### src/hdl/pidpi_pkg.sv
`timescale 1ns / 1ps
// ----------------------------------------------------------------------------
// pidpi_pkg
// Shared types, constants and fixed-point helpers for the PID controller.
// ----------------------------------------------------------------------------
package pidpi_pkg;

    localparam int SIG_W      = 32;
    localparam int GAIN_FRAC  = 8;
    localparam int ALPHA_FRAC = 16;
    localparam int OPA_W      = 18;
    localparam int PROD_W     = OPA_W + SIG_W;
    localparam int WIDE_W     = PROD_W + 1;
    localparam int ADDR_W     = 6;
    localparam int DATA_W     = 64;

    typedef logic signed [SIG_W-1:0]  sig_t;
    typedef logic signed [OPA_W-1:0]  opa_t;
    typedef logic signed [PROD_W-1:0] prod_t;
    typedef logic signed [WIDE_W-1:0] wide_t;

    localparam wide_t SAT_MAX = 51'sd2147483647;
    localparam wide_t SAT_MIN = -51'sd2147483648;
    localparam opa_t  ALPHA_ONE = 18'sd65536;

    typedef enum logic [2:0] {
        REG_GAINS       = 3'd0,
        REG_OUT_BOUNDS  = 3'd1,
        REG_INT_BOUNDS  = 3'd2,
        REG_STEP_BOUNDS = 3'd3,
        REG_SMOOTHING   = 3'd4,
        REG_DEAD_ZONE   = 3'd5,
        REG_SEPARATION  = 3'd6,
        REG_MODE        = 3'd7
    } reg_idx_t;

    typedef struct packed {
        logic [47:0] gains;
        logic [63:0] output_bounds;
        logic [63:0] integral_bounds;
        logic [63:0] step_bounds;
        logic [15:0] smoothing;
        logic [30:0] dead_zone;
        logic [30:0] separation_limit;
        logic [1:0]  mode_bits;
    } cfg_t;

    typedef struct packed {
        logic load_in;
        logic prep;
        logic mul_p;
        logic mul_i;
        logic mul_d;
        logic mul_fa;
        logic mul_fb;
        logic filt;
        logic fin;
        logic clr;
    } cmd_t;

    typedef struct packed {
        logic out_blocked;
    } status_t;

    function automatic wide_t widen(input sig_t v);
        return {{(WIDE_W-SIG_W){v[SIG_W-1]}}, v};
    endfunction

    function automatic sig_t sat32(input wide_t v);
        sig_t r;
        if (v > SAT_MAX) begin
            r = SAT_MAX[SIG_W-1:0];
        end else if (v < SAT_MIN) begin
            r = SAT_MIN[SIG_W-1:0];
        end else begin
            r = v[SIG_W-1:0];
        end
        return r;
    endfunction

    function automatic sig_t sub_sat(input sig_t a, input sig_t b);
        return sat32(widen(a) - widen(b));
    endfunction

    function automatic sig_t gain_scale(input prod_t p);
        prod_t s;
        s = p >>> GAIN_FRAC;
        return sat32({s[PROD_W-1], s});
    endfunction

    function automatic sig_t clamp_pair(input sig_t v, input logic [63:0] b);
        sig_t hi;
        sig_t lo;
        sig_t r;
        hi = $signed(b[63:32]);
        lo = $signed(b[31:0]);
        r  = (v > hi) ? hi : v;
        r  = (r < lo) ? lo : r;
        return r;
    endfunction

    function automatic logic [SIG_W-1:0] magnitude(input sig_t v);
        return v[SIG_W-1] ? (~v + 32'd1) : v;
    endfunction

endpackage

### src/hdl/pidpi_regs.sv
`timescale 1ns / 1ps
// ----------------------------------------------------------------------------
// pidpi_regs
// APB-style configuration register file for the PID controller.
// ----------------------------------------------------------------------------
module pidpi_regs (
    input  logic                           clk,
    input  logic                           rst_n,
    input  logic                           psel,
    input  logic                           penable,
    input  logic                           pwrite,
    input  logic [pidpi_pkg::ADDR_W-1:0]   paddr,
    input  logic [pidpi_pkg::DATA_W-1:0]   pwdata,
    output logic [pidpi_pkg::DATA_W-1:0]   prdata,
    output pidpi_pkg::cfg_t                cfg
);
    import pidpi_pkg::*;

    cfg_t     cfg_reg;
    cfg_t     cfg_next;
    reg_idx_t idx;
    logic     wr_en;

    assign idx   = reg_idx_t'(paddr[ADDR_W-1:3]);
    assign wr_en = psel && penable && pwrite;

    always_comb
    begin
        cfg_next = cfg_reg;
        if (wr_en)
        begin
            unique case (idx)
                REG_GAINS:       cfg_next.gains            = pwdata[47:0];
                REG_OUT_BOUNDS:  cfg_next.output_bounds    = pwdata;
                REG_INT_BOUNDS:  cfg_next.integral_bounds  = pwdata;
                REG_STEP_BOUNDS: cfg_next.step_bounds      = pwdata;
                REG_SMOOTHING:   cfg_next.smoothing        = pwdata[15:0];
                REG_DEAD_ZONE:   cfg_next.dead_zone        = pwdata[30:0];
                REG_SEPARATION:  cfg_next.separation_limit = pwdata[30:0];
                REG_MODE:        cfg_next.mode_bits        = pwdata[1:0];
                default:         cfg_next = cfg_reg;
            endcase
        end
    end

    always_ff @(posedge clk or negedge rst_n)
    begin
        if (!rst_n)
        begin
            cfg_reg <= '0;
        end
        else
        begin
            cfg_reg <= cfg_next;
        end
    end

    always_comb
    begin
        unique case (idx)
            REG_GAINS:       prdata = {16'd0, cfg_reg.gains};
            REG_OUT_BOUNDS:  prdata = cfg_reg.output_bounds;
            REG_INT_BOUNDS:  prdata = cfg_reg.integral_bounds;
            REG_STEP_BOUNDS: prdata = cfg_reg.step_bounds;
            REG_SMOOTHING:   prdata = {48'd0, cfg_reg.smoothing};
            REG_DEAD_ZONE:   prdata = {33'd0, cfg_reg.dead_zone};
            REG_SEPARATION:  prdata = {33'd0, cfg_reg.separation_limit};
            REG_MODE:        prdata = {62'd0, cfg_reg.mode_bits};
            default:         prdata = '0;
        endcase
    end

    assign cfg = cfg_reg;

endmodule

### src/hdl/pidpi_ctrl.sv
`timescale 1ns / 1ps
// ----------------------------------------------------------------------------
// pidpi_ctrl
// Sequencer that steps the shared multiplier datapath through one sample.
// ----------------------------------------------------------------------------
module pidpi_ctrl (
    input  logic               clk,
    input  logic               rst_n,
    input  logic               in_valid,
    input  logic               action,
    output logic               in_stall,
    input  pidpi_pkg::status_t status,
    output pidpi_pkg::cmd_t    cmd
);
    import pidpi_pkg::*;

    typedef enum logic [9:0] {
        ST_IDLE   = 10'b00_0000_0001,
        ST_PREP   = 10'b00_0000_0010,
        ST_MUL_P  = 10'b00_0000_0100,
        ST_MUL_I  = 10'b00_0000_1000,
        ST_MUL_D  = 10'b00_0001_0000,
        ST_MUL_FA = 10'b00_0010_0000,
        ST_MUL_FB = 10'b00_0100_0000,
        ST_FILT   = 10'b00_1000_0000,
        ST_FIN    = 10'b01_0000_0000,
        ST_CLR    = 10'b10_0000_0000
    } state_t;

    state_t state_reg;
    state_t state_next;

    always_comb
    begin
        state_next = state_reg;
        unique case (state_reg)
            ST_IDLE:
            begin
                if (in_valid)
                begin
                    state_next = action ? ST_CLR : ST_PREP;
                end
            end
            ST_PREP:   state_next = ST_MUL_P;
            ST_MUL_P:  state_next = ST_MUL_I;
            ST_MUL_I:  state_next = ST_MUL_D;
            ST_MUL_D:  state_next = ST_MUL_FA;
            ST_MUL_FA: state_next = ST_MUL_FB;
            ST_MUL_FB: state_next = ST_FILT;
            ST_FILT:   state_next = ST_FIN;
            ST_FIN, ST_CLR:
            begin
                if (!status.out_blocked)
                begin
                    state_next = ST_IDLE;
                end
            end
            default:   state_next = ST_IDLE;
        endcase
    end

    always_ff @(posedge clk or negedge rst_n)
    begin
        if (!rst_n)
        begin
            state_reg <= ST_IDLE;
        end
        else
        begin
            state_reg <= state_next;
        end
    end

    assign in_stall    = (state_reg != ST_IDLE);
    assign cmd.load_in = (state_reg == ST_IDLE) && in_valid;
    assign cmd.prep    = (state_reg == ST_PREP);
    assign cmd.mul_p   = (state_reg == ST_MUL_P);
    assign cmd.mul_i   = (state_reg == ST_MUL_I);
    assign cmd.mul_d   = (state_reg == ST_MUL_D);
    assign cmd.mul_fa  = (state_reg == ST_MUL_FA);
    assign cmd.mul_fb  = (state_reg == ST_MUL_FB);
    assign cmd.filt    = (state_reg == ST_FILT);
    assign cmd.fin     = (state_reg == ST_FIN);
    assign cmd.clr     = (state_reg == ST_CLR);

`ifndef ASSERT_OFF
    a_accept_next: assert property (@(posedge clk) disable iff (!rst_n)
        in_valid && !in_stall |=> state_reg == ST_PREP || state_reg == ST_CLR)
        else $error("accepted beat did not start a sequence");

    a_fin_hold: assert property (@(posedge clk) disable iff (!rst_n)
        state_reg == ST_FIN && status.out_blocked |=> state_reg == ST_FIN)
        else $error("result step left while output was blocked");
`endif

endmodule

### src/hdl/pidpi_dp.sv
`timescale 1ns / 1ps
// ----------------------------------------------------------------------------
// pidpi_dp
// PID datapath: error terms, one shared 18x32 multiplier, filter, clamps,
// controller history and the output register.
// ----------------------------------------------------------------------------
module pidpi_dp (
    input  logic               clk,
    input  logic               rst_n,
    input  pidpi_pkg::cfg_t    cfg,
    input  pidpi_pkg::cmd_t    cmd,
    output pidpi_pkg::status_t status,
    input  pidpi_pkg::sig_t    target,
    input  pidpi_pkg::sig_t    measurement,
    output logic               out_valid,
    input  logic               out_stall,
    output pidpi_pkg::sig_t    drive
);
    import pidpi_pkg::*;

    sig_t  tgt_reg, meas_reg;
    sig_t  errdz_reg, dstep_reg, dd_reg;
    logic  integ_ok_reg;
    prod_t prod_reg, acc_reg;
    sig_t  tp_reg, ti_reg, td_reg, icand_reg, filt_reg, inc_reg;
    sig_t  drive_reg;
    logic  out_valid_reg;
    sig_t  last_err_reg, last_step_reg, last_meas_reg;
    sig_t  integ_reg, prev_reg, fd_reg;

    logic  pos;
    logic  commit;
    opa_t  opa;
    sig_t  opb;
    sig_t  err, delta, errdz;
    logic [SIG_W-1:0] err_mag;
    logic  small_err;
    wide_t filt_sum;
    sig_t  integ_new, drive_raw, drive_new;
    opa_t  kp, ki, kd;

    assign pos = !cfg.mode_bits[0];
    assign kp  = opa_t'($signed(cfg.gains[15:0]));
    assign ki  = opa_t'($signed(cfg.gains[31:16]));
    assign kd  = opa_t'($signed(cfg.gains[47:32]));

    assign status.out_blocked = out_valid_reg && out_stall;
    assign commit = (cmd.fin || cmd.clr) && !status.out_blocked;

    assign err       = sub_sat(tgt_reg, meas_reg);
    assign delta     = sub_sat(err, last_err_reg);
    assign err_mag   = magnitude(err);
    assign small_err = err_mag < {1'b0, cfg.dead_zone};
    assign errdz     = small_err ? '0 : err;

    always_comb
    begin
        opa = kp;
        opb = errdz_reg;
        priority if (cmd.mul_p)
        begin
            opa = kp;
            opb = pos ? errdz_reg : dstep_reg;
        end
        else if (cmd.mul_i)
        begin
            opa = ki;
            opb = errdz_reg;
        end
        else if (cmd.mul_d)
        begin
            opa = kd;
            opb = pos ? dstep_reg : dd_reg;
        end
        else if (cmd.mul_fa)
        begin
            opa = opa_t'({2'b00, cfg.smoothing});
            opb = fd_reg;
        end
        else if (cmd.mul_fb)
        begin
            opa = ALPHA_ONE - opa_t'({2'b00, cfg.smoothing});
            opb = td_reg;
        end
    end

    assign filt_sum  = $signed({acc_reg[PROD_W-1], acc_reg} + {prod_reg[PROD_W-1], prod_reg})
                       >>> ALPHA_FRAC;
    assign integ_new = integ_ok_reg ? icand_reg : integ_reg;
    assign drive_raw = pos ? sat32(widen(tp_reg) + widen(integ_new) + widen(filt_reg))
                           : sat32(widen(prev_reg) + widen(inc_reg));
    assign drive_new = clamp_pair(drive_raw, cfg.output_bounds);

    always_ff @(posedge clk)
    begin
        if (cmd.load_in)
        begin
            tgt_reg  <= target;
            meas_reg <= measurement;
        end
        if (cmd.prep)
        begin
            errdz_reg    <= errdz;
            dstep_reg    <= (pos && cfg.mode_bits[1]) ? sub_sat(last_meas_reg, meas_reg)
                                                      : delta;
            integ_ok_reg <= (cfg.separation_limit == '0) || small_err ||
                            (err_mag <= {1'b0, cfg.separation_limit});
        end
        if (cmd.mul_p)
        begin
            dd_reg <= sub_sat(dstep_reg, last_step_reg);
        end
        if (cmd.mul_p || cmd.mul_i || cmd.mul_d || cmd.mul_fa || cmd.mul_fb)
        begin
            prod_reg <= prod_t'(opa) * prod_t'(opb);
        end
        if (cmd.mul_i)
        begin
            tp_reg <= gain_scale(prod_reg);
        end
        if (cmd.mul_d)
        begin
            ti_reg <= gain_scale(prod_reg);
        end
        if (cmd.mul_fa)
        begin
            td_reg    <= gain_scale(prod_reg);
            icand_reg <= clamp_pair(sat32(widen(integ_reg) + widen(ti_reg)),
                                    cfg.integral_bounds);
        end
        if (cmd.mul_fb)
        begin
            acc_reg <= prod_reg;
        end
        if (cmd.filt)
        begin
            filt_reg <= sat32(filt_sum);
            inc_reg  <= clamp_pair(sat32(widen(tp_reg) + widen(ti_reg) + widen(td_reg)),
                                   cfg.step_bounds);
        end
        if (commit)
        begin
            drive_reg <= cmd.clr ? '0 : drive_new;
        end
    end

    always_ff @(posedge clk or negedge rst_n)
    begin
        if (!rst_n)
        begin
            out_valid_reg <= 1'b0;
            last_err_reg  <= '0;
            last_step_reg <= '0;
            last_meas_reg <= '0;
            integ_reg     <= '0;
            prev_reg      <= '0;
            fd_reg        <= '0;
        end
        else
        begin
            if (commit)
            begin
                out_valid_reg <= 1'b1;
            end
            else if (!out_stall)
            begin
                out_valid_reg <= 1'b0;
            end
            if (commit && cmd.clr)
            begin
                last_err_reg  <= '0;
                last_step_reg <= '0;
                last_meas_reg <= '0;
                integ_reg     <= '0;
                prev_reg      <= '0;
                fd_reg        <= '0;
            end
            else if (commit)
            begin
                last_err_reg  <= errdz_reg;
                last_step_reg <= dstep_reg;
                last_meas_reg <= meas_reg;
                prev_reg      <= drive_new;
                fd_reg        <= pos ? filt_reg : td_reg;
                if (pos)
                begin
                    integ_reg <= integ_new;
                end
            end
        end
    end

    assign out_valid = out_valid_reg;
    assign drive     = drive_reg;

`ifndef ASSERT_OFF
    a_no_overwrite: assert property (@(posedge clk) disable iff (!rst_n)
        commit |-> !(out_valid_reg && out_stall))
        else $error("result overwrote a beat that was still waiting");

    a_clear_zero: assert property (@(posedge clk) disable iff (!rst_n)
        commit && cmd.clr |=> drive_reg == '0 && integ_reg == '0 && prev_reg == '0)
        else $error("clear left history or drive nonzero");

    a_drive_bounded: assert property (@(posedge clk) disable iff (!rst_n)
        commit && cmd.fin &&
        $signed(cfg.output_bounds[31:0]) <= $signed(cfg.output_bounds[63:32])
        |=> drive_reg <= $signed($past(cfg.output_bounds[63:32])) &&
            drive_reg >= $signed($past(cfg.output_bounds[31:0])))
        else $error("drive outside output bounds");

    a_prev_tracks: assert property (@(posedge clk) disable iff (!rst_n)
        commit |=> prev_reg == drive_reg)
        else $error("previous drive differs from delivered drive");
`endif

endmodule

### src/hdl/pid_position_incremental.sv
`timescale 1ns / 1ps
// ----------------------------------------------------------------------------
// pid_position_incremental
// Positional and incremental fixed-point PID controller with APB set-up.
// ----------------------------------------------------------------------------
// Sequence: a compute beat passes the prep, P, I, D, FA, FB, filter and finish
// states, a clear beat the clear state; each waits in its last state while the
// output is blocked. A beat is taken only in idle; five products share one
// 18x32 multiplier in sequence. Reset: rst_n idles the sequencer and zeroes
// configuration, output valid and history; other registers are not reset.
// ----------------------------------------------------------------------------
module pid_position_incremental (
    input  logic                         clk,
    input  logic                         rst_n,
    input  logic                         psel,
    input  logic                         penable,
    input  logic                         pwrite,
    input  logic [pidpi_pkg::ADDR_W-1:0] paddr,
    input  logic [pidpi_pkg::DATA_W-1:0] pwdata,
    output logic [pidpi_pkg::DATA_W-1:0] prdata,
    output logic                         pready,
    input  logic                         in_valid,
    output logic                         in_stall,
    input  logic                         action,
    input  logic signed [31:0]           target,
    input  logic signed [31:0]           measurement,
    output logic                         out_valid,
    input  logic                         out_stall,
    output logic signed [31:0]           drive
);
    import pidpi_pkg::*;

    cfg_t    cfg;
    cmd_t    cmd;
    status_t status;

    assign pready = 1'b1;

    pidpi_regs u_regs (
        .clk     (clk),
        .rst_n   (rst_n),
        .psel    (psel),
        .penable (penable),
        .pwrite  (pwrite),
        .paddr   (paddr),
        .pwdata  (pwdata),
        .prdata  (prdata),
        .cfg     (cfg)
    );

    pidpi_ctrl u_ctrl (
        .clk      (clk),
        .rst_n    (rst_n),
        .in_valid (in_valid),
        .action   (action),
        .in_stall (in_stall),
        .status   (status),
        .cmd      (cmd)
    );

    pidpi_dp u_dp (
        .clk         (clk),
        .rst_n       (rst_n),
        .cfg         (cfg),
        .cmd         (cmd),
        .status      (status),
        .target      (target),
        .measurement (measurement),
        .out_valid   (out_valid),
        .out_stall   (out_stall),
        .drive       (drive)
    );

endmodule
### config.mk
export PLATFORM = sky130hd
export DESIGN_NAME = pid_position_incremental
export DESIGN_NICKNAME = d
export VERILOG_FILES = /design/src/hdl/pidpi_pkg.sv /design/src/hdl/pidpi_regs.sv /design/src/hdl/pidpi_ctrl.sv /design/src/hdl/pidpi_dp.sv /design/src/hdl/pid_position_incremental.sv
export SDC_FILE = /design/constraint.sdc
export NUM_CORES = 2
export LEC_CHECK = 0
export ABC_AREA = 1
export ABC_CLOCK_PERIOD_IN_PS = 13500
export CAP_MARGIN = 30
export CORE_ASPECT_RATIO = 2
export CORE_MARGIN = 2
export CORE_UTILIZATION = 45
export CTS_CLUSTER_DIAMETER = 40
export DETAILED_ROUTE_END_ITERATION = 7
export DONT_BUFFER_PORTS = 1
export SLEW_MARGIN = 20
export SYNTH_ARGS = -nofsm -noshare
export SYNTH_HDL_FRONTEND = slang
export SYNTH_SLANG_ARGS = --single-unit
### constraint.sdc
create_clock -name clk -period 13.5 [get_ports clk]
set_clock_uncertainty 0.1 [all_clocks]
set_input_delay 2.7 -clock clk [delete_from_list [all_inputs] [get_ports clk]]
set_output_delay 2.7 -clock clk [all_outputs]
set_load 0.05 [all_outputs]
==> impl_metrics.py <==
metrics = {
    "cells_and_area": {
        "multi_input_area_mm2": 0.0527,
        "fillCellCount": 19100,
        "drive_above_1_share": 0.0627,
        "syn_to_final_growth_pct": 10.1,
        "regArea_mm2": 0.0277,
        "fin_nets": 12400,
        "largest_reg_flops": 320,
    },
    "synth": {
        "yosysWarnings": 0,
        "synth-async-reset-ratio": 0.519,
        "synth_top_cell_by_area": "edfxtp_1",
        "ys_top_cells_by_area": "edfxtp_1 17%, dfrtp_1 15%, fa_1 14%",
        "synth.distinct_cells": 78,
        "synth_area_mm2": 0.0882,
        "synth_edf_count": 485,
        "avgSynthCellArea_um2": 8.08,
        "synthCells": 10900,
        "yosys.cell_count.top_type": "nand2_1",
        "syn_nets": 12400,
        "ys_seq_elements": 1008,
        "yosysSeqAreaShare": 0.314,
        "yosys-top-cells-count": "2,724 x nand2_1, 1,757 x inv_1, 913 x o21ai_0",
        "synthFlopType": "dfrtp_1",
        "synth.top_cell.area_share": 0.165,
    },
    "floorplan": {
        "rows": 229,
        "die_w_um": 317,
        "start_util": 0.453,
        "die_h_um": 630,
        "dieArea_mm2": 0.200,
        "boundaryPins": 241,
        "coreArea_mm2": 0.195,
    },
    "critical_path": {
        "required_ns": 14.12,
        "critical_path.max_stage_delay_ns": 0.80,
        "critical-path-top-delay-family": "simple AND/OR/NAND/NOR gates",
        "worst_setup_path_end_kind": "flop",
        "crit_slowest_cell": "a21oi_1",
        "worstSetupPathType": "flop to flop",
        "startpoint_type": "flop",
        "critical_path_buf_inv_count": 6,
        "cp.arrival_ns": 11.77,
        "critPathMaxFanout": 56,
        "timing.critical_path.mode_cell": "nand2_1",
    },
    "timing": {
        "period_needed_ns": 11.15,
        "drv_slew": 0,
        "tns_ns": 0,
        "grt_setup_unrepaired": "no",
        "fin_crit_sh": 0.826,
        "finalHoldViolCount": 0,
        "clock.fmax_mhz": 89.7,
        "setup_viol": 0,
        "max_slew_margin": 0.193,
        "max_slew.worst_pin.slew_ns": 1.21,
    },
    "run_status": {
        "violations": "DRC",
        "status": "finished with violations",
    },
    "placement": {
        "gp_congestion": 1.12,
        "dp_hpwl_mm": 329,
        "io_buffers": 0,
    },
    "cts": {
        "htree_levels": 4,
        "clk_latency_ns": 0.86,
        "cts_root_buf": "clkbuf_16",
        "cts_buffers": 140,
        "clock_path_buffers": 4,
        "holdBufCountCts": 0,
        "cts.repair.resized": 0,
        "postCtsSetupRepairBufs": 0,
        "cts_tree": "yes",
        "clock_sinks": 1008,
        "clk_pin_slew_worst_paths_ns": 0.07,
    },
    "drt": {
        "postRouteAntennaNets": 0,
        "dr.pass1.iters": 8,
        "viasPerCell": 5.80,
        "drt-initial-drc-count": 6254,
        "routed_wl_mm": 404,
        "drc": 2,
        "vias": 78700,
        "wl_per_cell_um": 29.8,
    },
    "global_route": {
        "grt_max_degree": 524,
        "gr-total-overflow": 0,
        "grt_use_total": 0.409,
        "grt_pass1_wl_mm": 574,
        "first_global_vias": 80700,
        "antenna_found_initial": 29,
    },
    "run": {
        "cap_violations": 0,
    },
    "hold_path": {
        "hold_path.class": "flop to flop",
    },
}
## area by class of cell
class / count / share of cell area
tap: 2541 / 0.0327
timing repair buffer: 258 / 0.0231
clock buffer: 167 / 0.0391
sequential: 1008 / 0.285
multi-input combinational: 7718 / 0.542
antenna: 25 / 0.000644
clock inverter: 75 / 0.00827
inverter: 1783 / 0.0690
## kinds of logic after synthesis
logic type / Yosys count / synth area share
AND/OR/NAND/NOR: 3902 / 0.179
buffers and inverters: 2187 / 0.0949
AO/OA/AOI/OAI: 2144 / 0.137
adder cells (fa/ha/maj): 1303 / 0.238
flip-flops: 1008 / 0.314
XOR/XNOR: 338 / 0.0336
multiplexers: 30 / 0.00340
other: 1 / 0.0000425
## worst register-to-register path: cells and delay by family (launching register included)
| family | cells | cell delay (ns) |
|---|---|---|
| AND/OR/NAND/NOR | 32 | 5.17 |
| flip-flops | 1 | 0.61 |
| adder cells (fa/ha/maj) | 4 | 1.49 |
| AO/OA/AOI/OAI | 5 | 2.00 |
| buffers and inverters | 6 | 1.66 |
## stage by stage
stage / hold WS [ns] / utilization / cells / setup slack, ns / cell area, µm²
finish: 0.333 / 0.499 / 13600 / 2.35 / 97100
global route: 0.351 / 0.499 / 13600 / 1.79 / 97000
CTS: 0.334 / 0.497 / 13500 / 2.64 / 96700
detailed placement: 0.350 / 0.473 / 13300 / 2.67 / 92100
global placement: 0.340 / 0.470 / 13200 / 2.56 / 91500
floorplan: 0.326 / - / 10900 / 2.75 / 88200
## per-layer routing
metal,track usage,share of wire,up-vias
met2,0.701,0.50,3213
li1,-,-,35500
met4,0.487,0.15,20
met3,0.0855,0.058,1525
met1,0.364,0.30,38500
met5,0,0.00031,-
## worst paths after layout
check	cells past startpoint	start	endpoint	slack, ns
worst max-delay path	47	u_dp.integ_ok_reg$_DFFE_PN_	u_dp.prev_reg[29]$_DFFE_PN0P_	2.35
worst min-delay path	0	u_dp.prod_reg[3]$_DFFE_PP_	u_dp.acc_reg[3]$_DFFE_PP_	0.33
worst max register to register	47	u_dp.integ_ok_reg$_DFFE_PN_	u_dp.prev_reg[29]$_DFFE_PN0P_	2.35
worst min register to register	0	u_dp.prod_reg[3]$_DFFE_PP_	u_dp.acc_reg[3]$_DFFE_PP_	0.33
max in group asynchronous	2	rst_n	u_regs.cfg[134]$_DFFE_PN0P_	9.83
min in group asynchronous	0	rst_n	u_dp.last_err_reg[13]$_DFFE_PN0P_	1.46
## layout by cell type (no fill, tap or decap), drive strengths merged, types with 13 or more instances in the layout
| master | instances |
|---|---|
| nor2 | 563 |
| fa | 625 |
| nor3 | 83 |
| ha | 678 |
| a221oi | 13 |
| o21bai | 30 |
| a21oi | 681 |
| a211oi | 24 |
| nand2 | 2754 |
| a22o | 21 |
| o21ai | 954 |
| inv | 1791 |
| a21boi | 27 |
| xnor2 | 140 |
| nand4 | 50 |
| nand3 | 396 |
| o22ai | 138 |
| dfrtp | 522 |
| diode | 25 |
| a21o | 23 |
| clkinv | 53 |
| edfxtp | 485 |
| o2111ai | 27 |
| a31oi | 43 |
| a22oi | 30 |
| o221ai | 28 |
| buf | 258 |
| o21a | 29 |
| mux2i | 30 |
| clkbuf | 167 |
| o211ai | 45 |
| xor2 | 198 |
| nor4 | 35 |
Power is left out: the tool's default activity adds up to more than one toggle a clock period on the data nets, which glitch-free logic cannot reach.
